**src/hdl/bscpp_pkg.sv**
```systemverilog
package bscpp_pkg;

  // default curve size, log2 of the largest image side
  localparam int MaxDimLog2 = 10;

  // layout codes
  localparam logic [1:0] LAYOUT_HILBERT = 2'd0;
  localparam logic [1:0] LAYOUT_SWAPPED = 2'd1;
  localparam logic [1:0] LAYOUT_RASTER  = 2'd2;
  localparam logic [1:0] LAYOUT_SERPENT = 2'd3;

  // colour scheme codes
  localparam logic [1:0] SCHEME_CLASS  = 2'd0;
  localparam logic [1:0] SCHEME_GREY   = 2'd1;
  localparam logic [1:0] SCHEME_SCALED = 2'd2;

  // register indexes
  localparam logic [2:0] REG_LAYOUT = 3'd0;
  localparam logic [2:0] REG_SCHEME = 3'd1;
  localparam logic [2:0] REG_WIDTH  = 3'd2;
  localparam logic [2:0] REG_HEIGHT = 3'd3;
  localparam logic [2:0] REG_ASCII  = 3'd4;
  localparam logic [2:0] REG_LOW    = 3'd5;
  localparam logic [2:0] REG_HIGH   = 3'd6;
  localparam logic [2:0] REG_GAINS  = 3'd7;

  // register reset values
  localparam logic [10:0] RST_WIDTH  = 11'd256;
  localparam logic [10:0] RST_HEIGHT = 11'd256;
  localparam logic [23:0] RST_ASCII  = 24'h377eb8;
  localparam logic [23:0] RST_LOW    = 24'h4daf4a;
  localparam logic [23:0] RST_HIGH   = 24'he41a1c;
  localparam logic [23:0] RST_GAINS  = 24'hffffff;

  // byte classes
  localparam logic [7:0] BYTE_ZERO  = 8'h00;
  localparam logic [7:0] BYTE_ONES  = 8'hff;
  localparam logic [7:0] BYTE_SPACE = 8'h20;
  localparam logic [7:0] BYTE_DEL   = 8'h7f;
  localparam logic [7:0] BYTE_TAB   = 8'h09;
  localparam logic [7:0] BYTE_LF    = 8'h0a;
  localparam logic [7:0] BYTE_CR    = 8'h0d;

  typedef struct packed {
    logic [1:0]  layout;
    logic [1:0]  scheme;
    logic [10:0] width;
    logic [10:0] height;
    logic [23:0] ascii_rgb;
    logic [23:0] low_rgb;
    logic [23:0] high_rgb;
    logic [23:0] gains;
  } cfg_t;

  // per point control that travels along the cell chain
  typedef struct packed {
    logic       valid;
    logic       last;
    logic       raster;
    logic       ras_on;
    logic [7:0] data;
  } meta_t;

endpackage

```
**src/hdl/bscpp_front.sv**
```systemverilog
module bscpp_front import bscpp_pkg::*; #(
  parameter int MAX_DIM_LOG2 = MaxDimLog2
) (
  input  logic                      clk_i,
  input  logic                      rst_ni,
  input  logic                      en_i,
  input  logic                      accept_i,
  input  logic [7:0]                data_byte_i,
  input  logic                      frame_start_i,
  input  cfg_t                      cfg_i,
  input  logic [MAX_DIM_LOG2:0]     wdim_i,
  input  logic [MAX_DIM_LOG2:0]     hdim_i,
  output meta_t                     meta_o,
  output logic [MAX_DIM_LOG2-1:0]   x_o,
  output logic [MAX_DIM_LOG2-1:0]   y_o,
  output logic [2*MAX_DIM_LOG2-1:0] d_o
);

  localparam int DimW = MAX_DIM_LOG2 + 1;
  localparam int PcW  = 2 * MAX_DIM_LOG2 + 1;
  localparam int DW   = 2 * MAX_DIM_LOG2;
  localparam int TotW = 2 * DimW;

  logic [PcW-1:0]          pc_q, pc_d, pc_s;
  logic [MAX_DIM_LOG2-1:0] col_q, col_d, col_s;
  logic [DimW-1:0]         row_q, row_d, row_s;
  logic                    full_q, full_d, full_s;

  logic [TotW-1:0]         total;
  logic [TotW-1:0]         pc_inc;
  logic                    last;
  logic [DimW-1:0]         col_inc;
  logic                    col_wrap;
  logic                    ras_on;
  logic [DimW-1:0]         col_flip;
  logic [MAX_DIM_LOG2-1:0] ras_x;
  logic                    take;

  meta_t                   meta_q;
  logic [MAX_DIM_LOG2-1:0] x_q, y_q;
  logic [DW-1:0]           d_q;

  always_comb begin
    pc_s   = frame_start_i ? '0 : pc_q;
    col_s  = frame_start_i ? '0 : col_q;
    row_s  = frame_start_i ? '0 : row_q;
    full_s = frame_start_i ? 1'b0 : full_q;

    total    = TotW'(wdim_i) * TotW'(hdim_i);
    pc_inc   = TotW'(pc_s) + TotW'(1);
    last     = pc_inc >= total;
    col_inc  = DimW'(col_s) + DimW'(1);
    col_wrap = col_inc >= wdim_i;
    ras_on   = (DimW'(col_s) < wdim_i) && (row_s < hdim_i);
    col_flip = wdim_i - DimW'(1) - DimW'(col_s);
    ras_x    = ((cfg_i.layout == LAYOUT_SERPENT) && row_s[0]) ?
               col_flip[MAX_DIM_LOG2-1:0] : col_s;
    take     = accept_i && !full_s;

    pc_d   = pc_q;
    col_d  = col_q;
    row_d  = row_q;
    full_d = full_q;
    if (accept_i) begin
      pc_d   = pc_s;
      col_d  = col_s;
      row_d  = row_s;
      full_d = full_s;
      if (!full_s) begin
        pc_d   = pc_s + PcW'(1);
        full_d = last;
        if (col_wrap) begin
          col_d = '0;
          // saturate: a row this far out is off every image
          row_d = (&row_s) ? row_s : row_s + DimW'(1);
        end else begin
          col_d = col_inc[MAX_DIM_LOG2-1:0];
        end
      end
    end
  end

  always_ff @(posedge clk_i or negedge rst_ni) begin
    if (!rst_ni) begin
      pc_q   <= '0;
      col_q  <= '0;
      row_q  <= '0;
      full_q <= 1'b0;
    end else begin
      pc_q   <= pc_d;
      col_q  <= col_d;
      row_q  <= row_d;
      full_q <= full_d;
    end
  end

  always_ff @(posedge clk_i or negedge rst_ni) begin
    if (!rst_ni) begin
      meta_q <= '0;
    end else if (en_i) begin
      meta_q.valid  <= take;
      meta_q.last   <= last;
      meta_q.raster <= cfg_i.layout[1];
      meta_q.ras_on <= ras_on;
      meta_q.data   <= data_byte_i;
    end
  end

  always_ff @(posedge clk_i) begin
    if (en_i) begin
      x_q <= cfg_i.layout[1] ? ras_x : '0;
      y_q <= cfg_i.layout[1] ? row_s[MAX_DIM_LOG2-1:0] : '0;
      d_q <= pc_s[DW-1:0];
    end
  end

  assign meta_o = meta_q;
  assign x_o    = x_q;
  assign y_o    = y_q;
  assign d_o    = d_q;

endmodule

```
**src/hdl/bscpp_curve_cell.sv**
```systemverilog
module bscpp_curve_cell import bscpp_pkg::*; #(
  parameter int MAX_DIM_LOG2 = MaxDimLog2,
  parameter int LEVEL        = 0
) (
  input  logic                      clk_i,
  input  logic                      rst_ni,
  input  logic                      en_i,
  input  logic [MAX_DIM_LOG2:0]     wdim_i,
  input  meta_t                     meta_i,
  input  logic [MAX_DIM_LOG2-1:0]   x_i,
  input  logic [MAX_DIM_LOG2-1:0]   y_i,
  input  logic [2*MAX_DIM_LOG2-1:0] d_i,
  output meta_t                     meta_o,
  output logic [MAX_DIM_LOG2-1:0]   x_o,
  output logic [MAX_DIM_LOG2-1:0]   y_o,
  output logic [2*MAX_DIM_LOG2-1:0] d_o
);

  localparam int DimW = MAX_DIM_LOG2 + 1;
  localparam logic [DimW-1:0] Side = DimW'(1) << LEVEL;
  localparam logic [MAX_DIM_LOG2-1:0] Mask = MAX_DIM_LOG2'((1 << LEVEL) - 1);

  logic                    active;
  logic                    rx, ry;
  logic [MAX_DIM_LOG2-1:0] xa, ya, x_d, y_d;

  meta_t                   meta_q;
  logic [MAX_DIM_LOG2-1:0] x_q, y_q;
  logic [2*MAX_DIM_LOG2-1:0] d_q;

  always_comb begin
    active = !meta_i.raster && (Side < wdim_i);
    rx     = d_i[2*LEVEL+1];
    ry     = d_i[2*LEVEL] ^ rx;
    xa     = x_i;
    ya     = y_i;
    if (!ry && rx) begin
      xa = x_i ^ Mask;
      ya = y_i ^ Mask;
    end
    x_d = x_i;
    y_d = y_i;
    if (active) begin
      x_d = ry ? xa : ya;
      y_d = ry ? ya : xa;
      x_d[LEVEL] = rx;
      y_d[LEVEL] = ry;
    end
  end

  always_ff @(posedge clk_i or negedge rst_ni) begin
    if (!rst_ni) begin
      meta_q <= '0;
    end else if (en_i) begin
      meta_q <= meta_i;
    end
  end

  always_ff @(posedge clk_i) begin
    if (en_i) begin
      x_q <= x_d;
      y_q <= y_d;
      d_q <= d_i;
    end
  end

  assign meta_o = meta_q;
  assign x_o    = x_q;
  assign y_o    = y_q;
  assign d_o    = d_q;

endmodule

```
**src/hdl/bscpp_out_stage.sv**
```systemverilog
module bscpp_out_stage import bscpp_pkg::*; #(
  parameter int MAX_DIM_LOG2 = MaxDimLog2
) (
  input  logic                    clk_i,
  input  logic                    rst_ni,
  input  logic                    en_i,
  input  cfg_t                    cfg_i,
  input  logic [MAX_DIM_LOG2:0]   wdim_i,
  input  logic [MAX_DIM_LOG2:0]   hdim_i,
  input  meta_t                   meta_i,
  input  logic [MAX_DIM_LOG2-1:0] x_i,
  input  logic [MAX_DIM_LOG2-1:0] y_i,
  output logic                    valid_o,
  output logic [9:0]              pixel_x_o,
  output logic [9:0]              pixel_y_o,
  output logic [7:0]              red_level_o,
  output logic [7:0]              green_level_o,
  output logic [7:0]              blue_level_o,
  output logic                    frame_last_o
);

  localparam int DimW = MAX_DIM_LOG2 + 1;

  logic [MAX_DIM_LOG2-1:0] px, py;
  logic                    on;
  logic [7:0]              b;
  logic                    is_ascii;
  logic [15:0]             r_mul, g_mul, b_mul;
  logic [23:0]             rgb;

  logic                    valid_q;
  logic [MAX_DIM_LOG2-1:0] px_q, py_q;
  logic [23:0]             rgb_q;
  logic                    last_q;

  always_comb begin
    px = (!meta_i.raster && (cfg_i.layout == LAYOUT_SWAPPED)) ? y_i : x_i;
    py = (!meta_i.raster && (cfg_i.layout == LAYOUT_SWAPPED)) ? x_i : y_i;
    on = meta_i.raster ? meta_i.ras_on :
         ((DimW'(px) < wdim_i) && (DimW'(py) < hdim_i));

    b        = meta_i.data;
    is_ascii = ((b >= BYTE_SPACE) && (b < BYTE_DEL)) ||
               (b == BYTE_LF) || (b == BYTE_CR) || (b == BYTE_TAB);
    r_mul    = 16'(b) * 16'(cfg_i.gains[23:16]);
    g_mul    = 16'(b) * 16'(cfg_i.gains[15:8]);
    b_mul    = 16'(b) * 16'(cfg_i.gains[7:0]);

    case (cfg_i.scheme)
      SCHEME_CLASS: begin
        if (b == BYTE_ZERO) begin
          rgb = 24'h000000;
        end else if (b == BYTE_ONES) begin
          rgb = 24'hffffff;
        end else if (is_ascii) begin
          rgb = cfg_i.ascii_rgb;
        end else if (b < BYTE_SPACE) begin
          rgb = cfg_i.low_rgb;
        end else begin
          rgb = cfg_i.high_rgb;
        end
      end
      SCHEME_GREY:   rgb = {b, b, b};
      SCHEME_SCALED: rgb = {r_mul[15:8], g_mul[15:8], b_mul[15:8]};
      default:       rgb = '0;
    endcase
  end

  always_ff @(posedge clk_i or negedge rst_ni) begin
    if (!rst_ni) begin
      valid_q <= 1'b0;
    end else if (en_i) begin
      valid_q <= meta_i.valid && on;
    end
  end

  always_ff @(posedge clk_i) begin
    if (en_i) begin
      px_q   <= px;
      py_q   <= py;
      rgb_q  <= rgb;
      last_q <= meta_i.last;
    end
  end

  assign valid_o       = valid_q;
  assign pixel_x_o     = 10'(px_q);
  assign pixel_y_o     = 10'(py_q);
  assign red_level_o   = rgb_q[23:16];
  assign green_level_o = rgb_q[15:8];
  assign blue_level_o  = rgb_q[7:0];
  assign frame_last_o  = last_q;

endmodule

```
**src/hdl/byte_stream_curve_pixel_plotter_unit.sv**
```systemverilog
// a result passes the front-end register, the curve cell registers and the output register
// throughput: one input transaction per cycle; the pipeline only holds when the
//   output register is full and not being taken
// reset: rst_ni clears the point, column and row counters, the frame-full flag,
//   every stage valid bit and the registers to their default values
module byte_stream_curve_pixel_plotter_unit import bscpp_pkg::*; #(
  parameter int MAX_DIM_LOG2 = MaxDimLog2
) (
  input  logic        clk_i,
  input  logic        rst_ni,
  // input channel
  input  logic        in_valid_i,
  output logic        in_ready_o,
  input  logic [7:0]  data_byte_i,
  input  logic        frame_start_i,
  // output channel
  output logic        out_valid_o,
  input  logic        out_ready_i,
  output logic [9:0]  pixel_x_o,
  output logic [9:0]  pixel_y_o,
  output logic [7:0]  red_level_o,
  output logic [7:0]  green_level_o,
  output logic [7:0]  blue_level_o,
  output logic        frame_last_o,
  // register port
  input  logic        psel,
  input  logic        penable,
  input  logic        pwrite,
  input  logic [4:0]  paddr,
  input  logic [31:0] pwdata,
  output logic [31:0] prdata,
  output logic        pready
);

  localparam int DimW = MAX_DIM_LOG2 + 1;
  // common width for clamping the 11-bit size registers
  localparam int ClW  = (DimW > 11) ? DimW : 11;
  localparam int DW   = 2 * MAX_DIM_LOG2;

  // ---------------------------------------------------------------------------
  // register file
  // ---------------------------------------------------------------------------
  cfg_t       cfg_q;
  logic [2:0] reg_idx;
  logic       reg_wr;

  assign pready  = 1'b1;
  assign reg_idx = paddr[4:2];
  // write lands on the access cycle
  assign reg_wr  = psel && penable && pwrite;

  always_ff @(posedge clk_i or negedge rst_ni) begin
    if (!rst_ni) begin
      cfg_q.layout    <= LAYOUT_HILBERT;
      cfg_q.scheme    <= SCHEME_CLASS;
      cfg_q.width     <= RST_WIDTH;
      cfg_q.height    <= RST_HEIGHT;
      cfg_q.ascii_rgb <= RST_ASCII;
      cfg_q.low_rgb   <= RST_LOW;
      cfg_q.high_rgb  <= RST_HIGH;
      cfg_q.gains     <= RST_GAINS;
    end else if (reg_wr) begin
      unique case (reg_idx)
        REG_LAYOUT: cfg_q.layout    <= pwdata[1:0];
        REG_SCHEME: cfg_q.scheme    <= pwdata[1:0];
        REG_WIDTH:  cfg_q.width     <= pwdata[10:0];
        REG_HEIGHT: cfg_q.height    <= pwdata[10:0];
        REG_ASCII:  cfg_q.ascii_rgb <= pwdata[23:0];
        REG_LOW:    cfg_q.low_rgb   <= pwdata[23:0];
        REG_HIGH:   cfg_q.high_rgb  <= pwdata[23:0];
        REG_GAINS:  cfg_q.gains     <= pwdata[23:0];
        default: ;
      endcase
    end
  end

  always_comb begin
    unique case (reg_idx)
      REG_LAYOUT: prdata = 32'(cfg_q.layout);
      REG_SCHEME: prdata = 32'(cfg_q.scheme);
      REG_WIDTH:  prdata = 32'(cfg_q.width);
      REG_HEIGHT: prdata = 32'(cfg_q.height);
      REG_ASCII:  prdata = 32'(cfg_q.ascii_rgb);
      REG_LOW:    prdata = 32'(cfg_q.low_rgb);
      REG_HIGH:   prdata = 32'(cfg_q.high_rgb);
      REG_GAINS:  prdata = 32'(cfg_q.gains);
      default:    prdata = '0;
    endcase
  end

  // ---------------------------------------------------------------------------
  // image size: zero reads as one, anything above the largest side saturates
  // ---------------------------------------------------------------------------
  logic [ClW-1:0]  w_ext, h_ext, w_cl, h_cl;
  logic [ClW-1:0]  dim_lim;
  logic [DimW-1:0] wdim, hdim;

  always_comb begin
    dim_lim = ClW'(1) << MAX_DIM_LOG2;
    w_ext   = ClW'(cfg_q.width);
    h_ext   = ClW'(cfg_q.height);
    w_cl    = (w_ext == '0) ? ClW'(1) : ((w_ext > dim_lim) ? dim_lim : w_ext);
    h_cl    = (h_ext == '0) ? ClW'(1) : ((h_ext > dim_lim) ? dim_lim : h_ext);
    wdim    = w_cl[DimW-1:0];
    hdim    = h_cl[DimW-1:0];
  end

  // ---------------------------------------------------------------------------
  // pipeline control: every stage moves together; a bubble moves like a point
  // ---------------------------------------------------------------------------
  logic advance;
  logic accept;

  assign advance    = !out_valid_o || out_ready_i;
  assign in_ready_o = advance;
  assign accept     = in_valid_i && in_ready_o;

  // stage 0 is the counter front end, stages 1..MAX_DIM_LOG2 are curve cells
  meta_t                   chain_meta [MAX_DIM_LOG2+1];
  logic [MAX_DIM_LOG2-1:0] chain_x    [MAX_DIM_LOG2+1];
  logic [MAX_DIM_LOG2-1:0] chain_y    [MAX_DIM_LOG2+1];
  logic [DW-1:0]           chain_d    [MAX_DIM_LOG2+1];

  // point counter, raster counters, frame-full flag and raster position
  bscpp_front #(
    .MAX_DIM_LOG2 (MAX_DIM_LOG2)
  ) u_front (
    .clk_i         (clk_i),
    .rst_ni        (rst_ni),
    .en_i          (advance),
    .accept_i      (accept),
    .data_byte_i   (data_byte_i),
    .frame_start_i (frame_start_i),
    .cfg_i         (cfg_q),
    .wdim_i        (wdim),
    .hdim_i        (hdim),
    .meta_o        (chain_meta[0]),
    .x_o           (chain_x[0]),
    .y_o           (chain_y[0]),
    .d_o           (chain_d[0])
  );

  // one cell per curve level: cell k folds point bits 2k+1:2k into x and y while its side
  // is below the image width, and leaves raster transactions untouched
  for (genvar k = 0; k < MAX_DIM_LOG2; k++) begin : g_cell
    bscpp_curve_cell #(
      .MAX_DIM_LOG2 (MAX_DIM_LOG2),
      .LEVEL        (k)
    ) u_cell (
      .clk_i  (clk_i),
      .rst_ni (rst_ni),
      .en_i   (advance),
      .wdim_i (wdim),
      .meta_i (chain_meta[k]),
      .x_i    (chain_x[k]),
      .y_i    (chain_y[k]),
      .d_i    (chain_d[k]),
      .meta_o (chain_meta[k+1]),
      .x_o    (chain_x[k+1]),
      .y_o    (chain_y[k+1]),
      .d_o    (chain_d[k+1])
    );
  end

  // off-image check, x/y swap and colour, into the output register
  bscpp_out_stage #(
    .MAX_DIM_LOG2 (MAX_DIM_LOG2)
  ) u_out (
    .clk_i         (clk_i),
    .rst_ni        (rst_ni),
    .en_i          (advance),
    .cfg_i         (cfg_q),
    .wdim_i        (wdim),
    .hdim_i        (hdim),
    .meta_i        (chain_meta[MAX_DIM_LOG2]),
    .x_i           (chain_x[MAX_DIM_LOG2]),
    .y_i           (chain_y[MAX_DIM_LOG2]),
    .valid_o       (out_valid_o),
    .pixel_x_o     (pixel_x_o),
    .pixel_y_o     (pixel_y_o),
    .red_level_o   (red_level_o),
    .green_level_o (green_level_o),
    .blue_level_o  (blue_level_o),
    .frame_last_o  (frame_last_o)
  );

endmodule
```
**config.mk**
```make
export PLATFORM = sky130hd
export DESIGN_NAME = byte_stream_curve_pixel_plotter_unit
export DESIGN_NICKNAME = d
export VERILOG_FILES = /design/src/hdl/bscpp_pkg.sv /design/src/hdl/bscpp_front.sv /design/src/hdl/bscpp_curve_cell.sv /design/src/hdl/bscpp_out_stage.sv /design/src/hdl/byte_stream_curve_pixel_plotter_unit.sv
export SDC_FILE = /design/constraint.sdc
export NUM_CORES = 2
export LEC_CHECK = 0
export ABC_AREA = 1
export BUFFER_PORTS_ARGS = -buffer_cell sky130_fd_sc_hd__buf_4
export CAP_MARGIN = 20
export CORE_MARGIN = 2
export CORE_UTILIZATION = 40
export DETAILED_ROUTE_END_ITERATION = 10
export HOLD_SLACK_MARGIN = 0.02
export PLACE_DENSITY = 0.61
export REMOVE_ABC_BUFFERS = 1
export SKIP_CTS_REPAIR_TIMING = 1
export SLEW_MARGIN = 30
export SYNTH_ARGS = -nofsm -noshare
export SYNTH_HDL_FRONTEND = slang
export SYNTH_SLANG_ARGS = --single-unit
```
**constraint.sdc**
```tcl
create_clock -name clk_i -period 22.6 [get_ports clk_i]
set_clock_uncertainty 0.2 [all_clocks]
set_input_delay 4.52 -clock clk_i [delete_from_list [all_inputs] [get_ports clk_i]]
set_output_delay 4.52 -clock clk_i [all_outputs]
set_load 0.02 [all_outputs]
```
==> out/metrics.yaml <==
status: "completed"
wl_per_cell_um: 16.4
hpwl_um: 79400
p_comb_share_pct: 45.8
relSlewSlack_pct: 35.3
gp_congestion: 0.906
clock-sinks: 673
multi_input_area_um2: 21700
synth_top_area_cell: "edfxtp_1"
clk_pin_slew_ns: 0.06
rsz0062_at_grt: "no"
cts_tree: "done"
die_h_um: 336
final_antenna_net_count: 0
startpoint_type: "input port"
p_per_area_nw_per_um2: 132
critPathArrivalTime_ns: 6.25
cp-end-kind: "output port"
antenna_found_initial: 1
ys_types: 55
hold_viol: 0
cts_made_buffers: 77
drv_slew: 0
fin_crit_sh_pct: 48.5
power_leakage_nw: 24.1
finalSetupViolCount: 0
grt_pass1_wl_um: 176000
diodes: 0
syn_inst: 5129
synthDominantCellAreaShare_pct: 25.5
syn_avg_cell_area_um2: 8.60
grt_pass1_vias: 32067
cp_data_required_time_ns: 17.88
first_pass_iters: 6
cts_root_buf: "clkbuf_16"
async_reset_ff_share_pct: 44.3
syn_to_final_growth_pct: 10.5
die_w_um: 336
p_int_mw: 3.73
pwr-share-clk_pct: 20.2
setup-tns-final_ns: 0
synth_area_leaders: "edfxtp_1 26%, dfrtp_1 13%, nand2_1 13%"
via_count: 33766
seqPwrFrac_pct: 34.1
seq_area_um2: 18800
holdCritPathClass: "reg2reg"
drtIter0Drc: 2510
syn-cell-area_um2: 44100
drive_gt1_share_pct: 9.22
yosysMostFrequentCell: "nand2_1"
clk_path_buf_depth: 3
seq_area_frac_synth_pct: 42.6
num_rows: 121
grt_usage_pct: 19.5
drc: 0
wirelength_um: 109000
ys_ff_latch: 673
irDropWorstVdd_mv: 0.0710
critical_path_class: "in2out"
synthTopCellsByCount: "1542 x nand2_1, 666 x inv_1, 375 x edfxtp_1"
ys_warn_count: 0
portBuffers: 113
maxCapViolations: 0
worstPathMaxFanout: 25
core_region_area_um2: 109000
gr-total-overflow: 0
n_fill_cell: 10513
vias_per_cell: 5.07
r2r_setup_slack_ns: 13.97
dieArea_um2: 113000
synth_top_flop_cell: "edfxtp_1"
synth_edf_count: 375
timing.fmax_mhz: 91.2
fin_crit_ns: 10.97
nets: 5612
swShare_pct: 42.1
boundaryPins: 133
initial_core_util_pct: 40.4
grt_max_degree: 182
worst_pin_slew_ns: 0.967
htreeDepth: 3
clk_latency_ns: 0.65
p_switching_mw: 2.71
total_power_mw: 6.45
[sequential cells by signal (all words and copies together), names as in the netlist]
name / cells
u_front.x_o: 10
u_front.d_o: 20
h_ext: 11
u_front.meta_o: 12
u_front.y_o: 10
g_cell.u_cell.d_o: 90
u_out.frame_last_o: 1
cfg_q: 100
u_out.pixel_x_o: 10
g_cell.u_cell.y_o: 100
u_out.pixel_y_o: 10
u_front.pc_q: 21
u_front.col_q: 10
g_cell.u_cell.x_o: 100
g_cell.u_cell.meta_o: 120
u_out.valid_o: 1
u_front.row_q: 11
u_out.rgb_q: 24
w_ext: 11
u_front.full_q: 1
[cell families (layout without fill, tap and decap cells)]
kind of cell / after synthesis / in the layout / share of synthesized area [%]
AOI/OAI and AO/OA: 666 / 666 / 8.44
other: 2 / 9 / 0.0170
buffers and inverters: 929 / 978 / 8.38
DFF: 673 / 673 / 42.6
muxes: 84 / 84 / 2.06
xor gates and xnor gates: 143 / 143 / 2.84
and+or+nand+nor: 2196 / 2196 / 20.1
adders and majority gates: 436 / 436 / 15.5
[metal layers]
layer | vias up | track usage [%] | share of wire, % | routed length (um)
met5 | - | 0 | 0 | 0
li1 | 16465 | - | - | -
met2 | 970 | 31.3 | 46 | 50400
met3 | 162 | 2.81 | 6.3 | 6920
met4 | 0 | 5.73 | 2.3 | 2510
met1 | 16169 | 27.5 | 45 | 49600
[through the flow]
step | instance area (um^2) | util, % | instances | setup WS (ns) | hold slack (ns)
CTS | 48700 | 44.6 | 6660 | 11.71 | 0.215
floorplan | 43000 | - | 4887 | -4.44 | 0.200
finish | 48800 | 44.7 | 6661 | 11.63 | 0.213
detailed placement | 46100 | 42.2 | 6519 | 11.72 | 0.205
global route | 48800 | 44.7 | 6661 | 11.56 | 0.218
global placement | 46100 | 42.2 | 6519 | 11.70 | 0.201
[layout make-up]
class                      count  share of cell area (%)
multi-input combinational   3534                    44.5
clock inverter                41                    1.04
tap                         1476                    3.79
clock buffer                 100                    4.33
sequential                   673                    38.6
inverter                     680                    5.27
timing repair buffer         157                    2.53
[worst paths after layout]
path	startpoint	cells after the start	endpoint
setup / recovery	paddr[3]	8	prdata[10]
hold / removal	g_cell[3].u_cell.d_o[10]	0	g_cell[4].u_cell.d_o[10]
setup reg to reg	h_ext[10]	26	u_front.full_q
hold reg to reg	g_cell[3].u_cell.d_o[10]	0	g_cell[4].u_cell.d_o[10]
max in group asynchronous	rst_ni	3	cfg_q[48]
min in group asynchronous	rst_ni	1	u_front.meta_o[2]
[critical path: stages]
cell	delay, ns
buf_4	0.10
inv_1	0.08
nand3_1	0.08
buf_4	0.36
o22ai_1	0.14
a221oi_1	0.38
o221ai_1	0.32
buf_4	0.24
[power groups by stage]
stage	sequential, mW	clock [mW]	combinational [mW]
floorplan	2.22	0	2.08
global placement	2.21	0	2.88
detailed placement	2.22	0	2.94
CTS	2.20	1.34	2.96
global route	2.25	1.38	3.38
finish	2.20	1.30	2.95
[cell usage in the layout, fill, tap and decap left out, types with 180 or more instances in the layout]
cell,synthesis,layout
a21oi_1,180,180
dfrtp_1,234,234
edfxtp_1,375,375
fa_1,186,186
ha_1,250,246
inv_1,666,665
nand2_1,1542,1541
nand3_1,242,242
nor2_1,287,281
o21ai_0,322,322
Power figures use the tool's default switching activity.
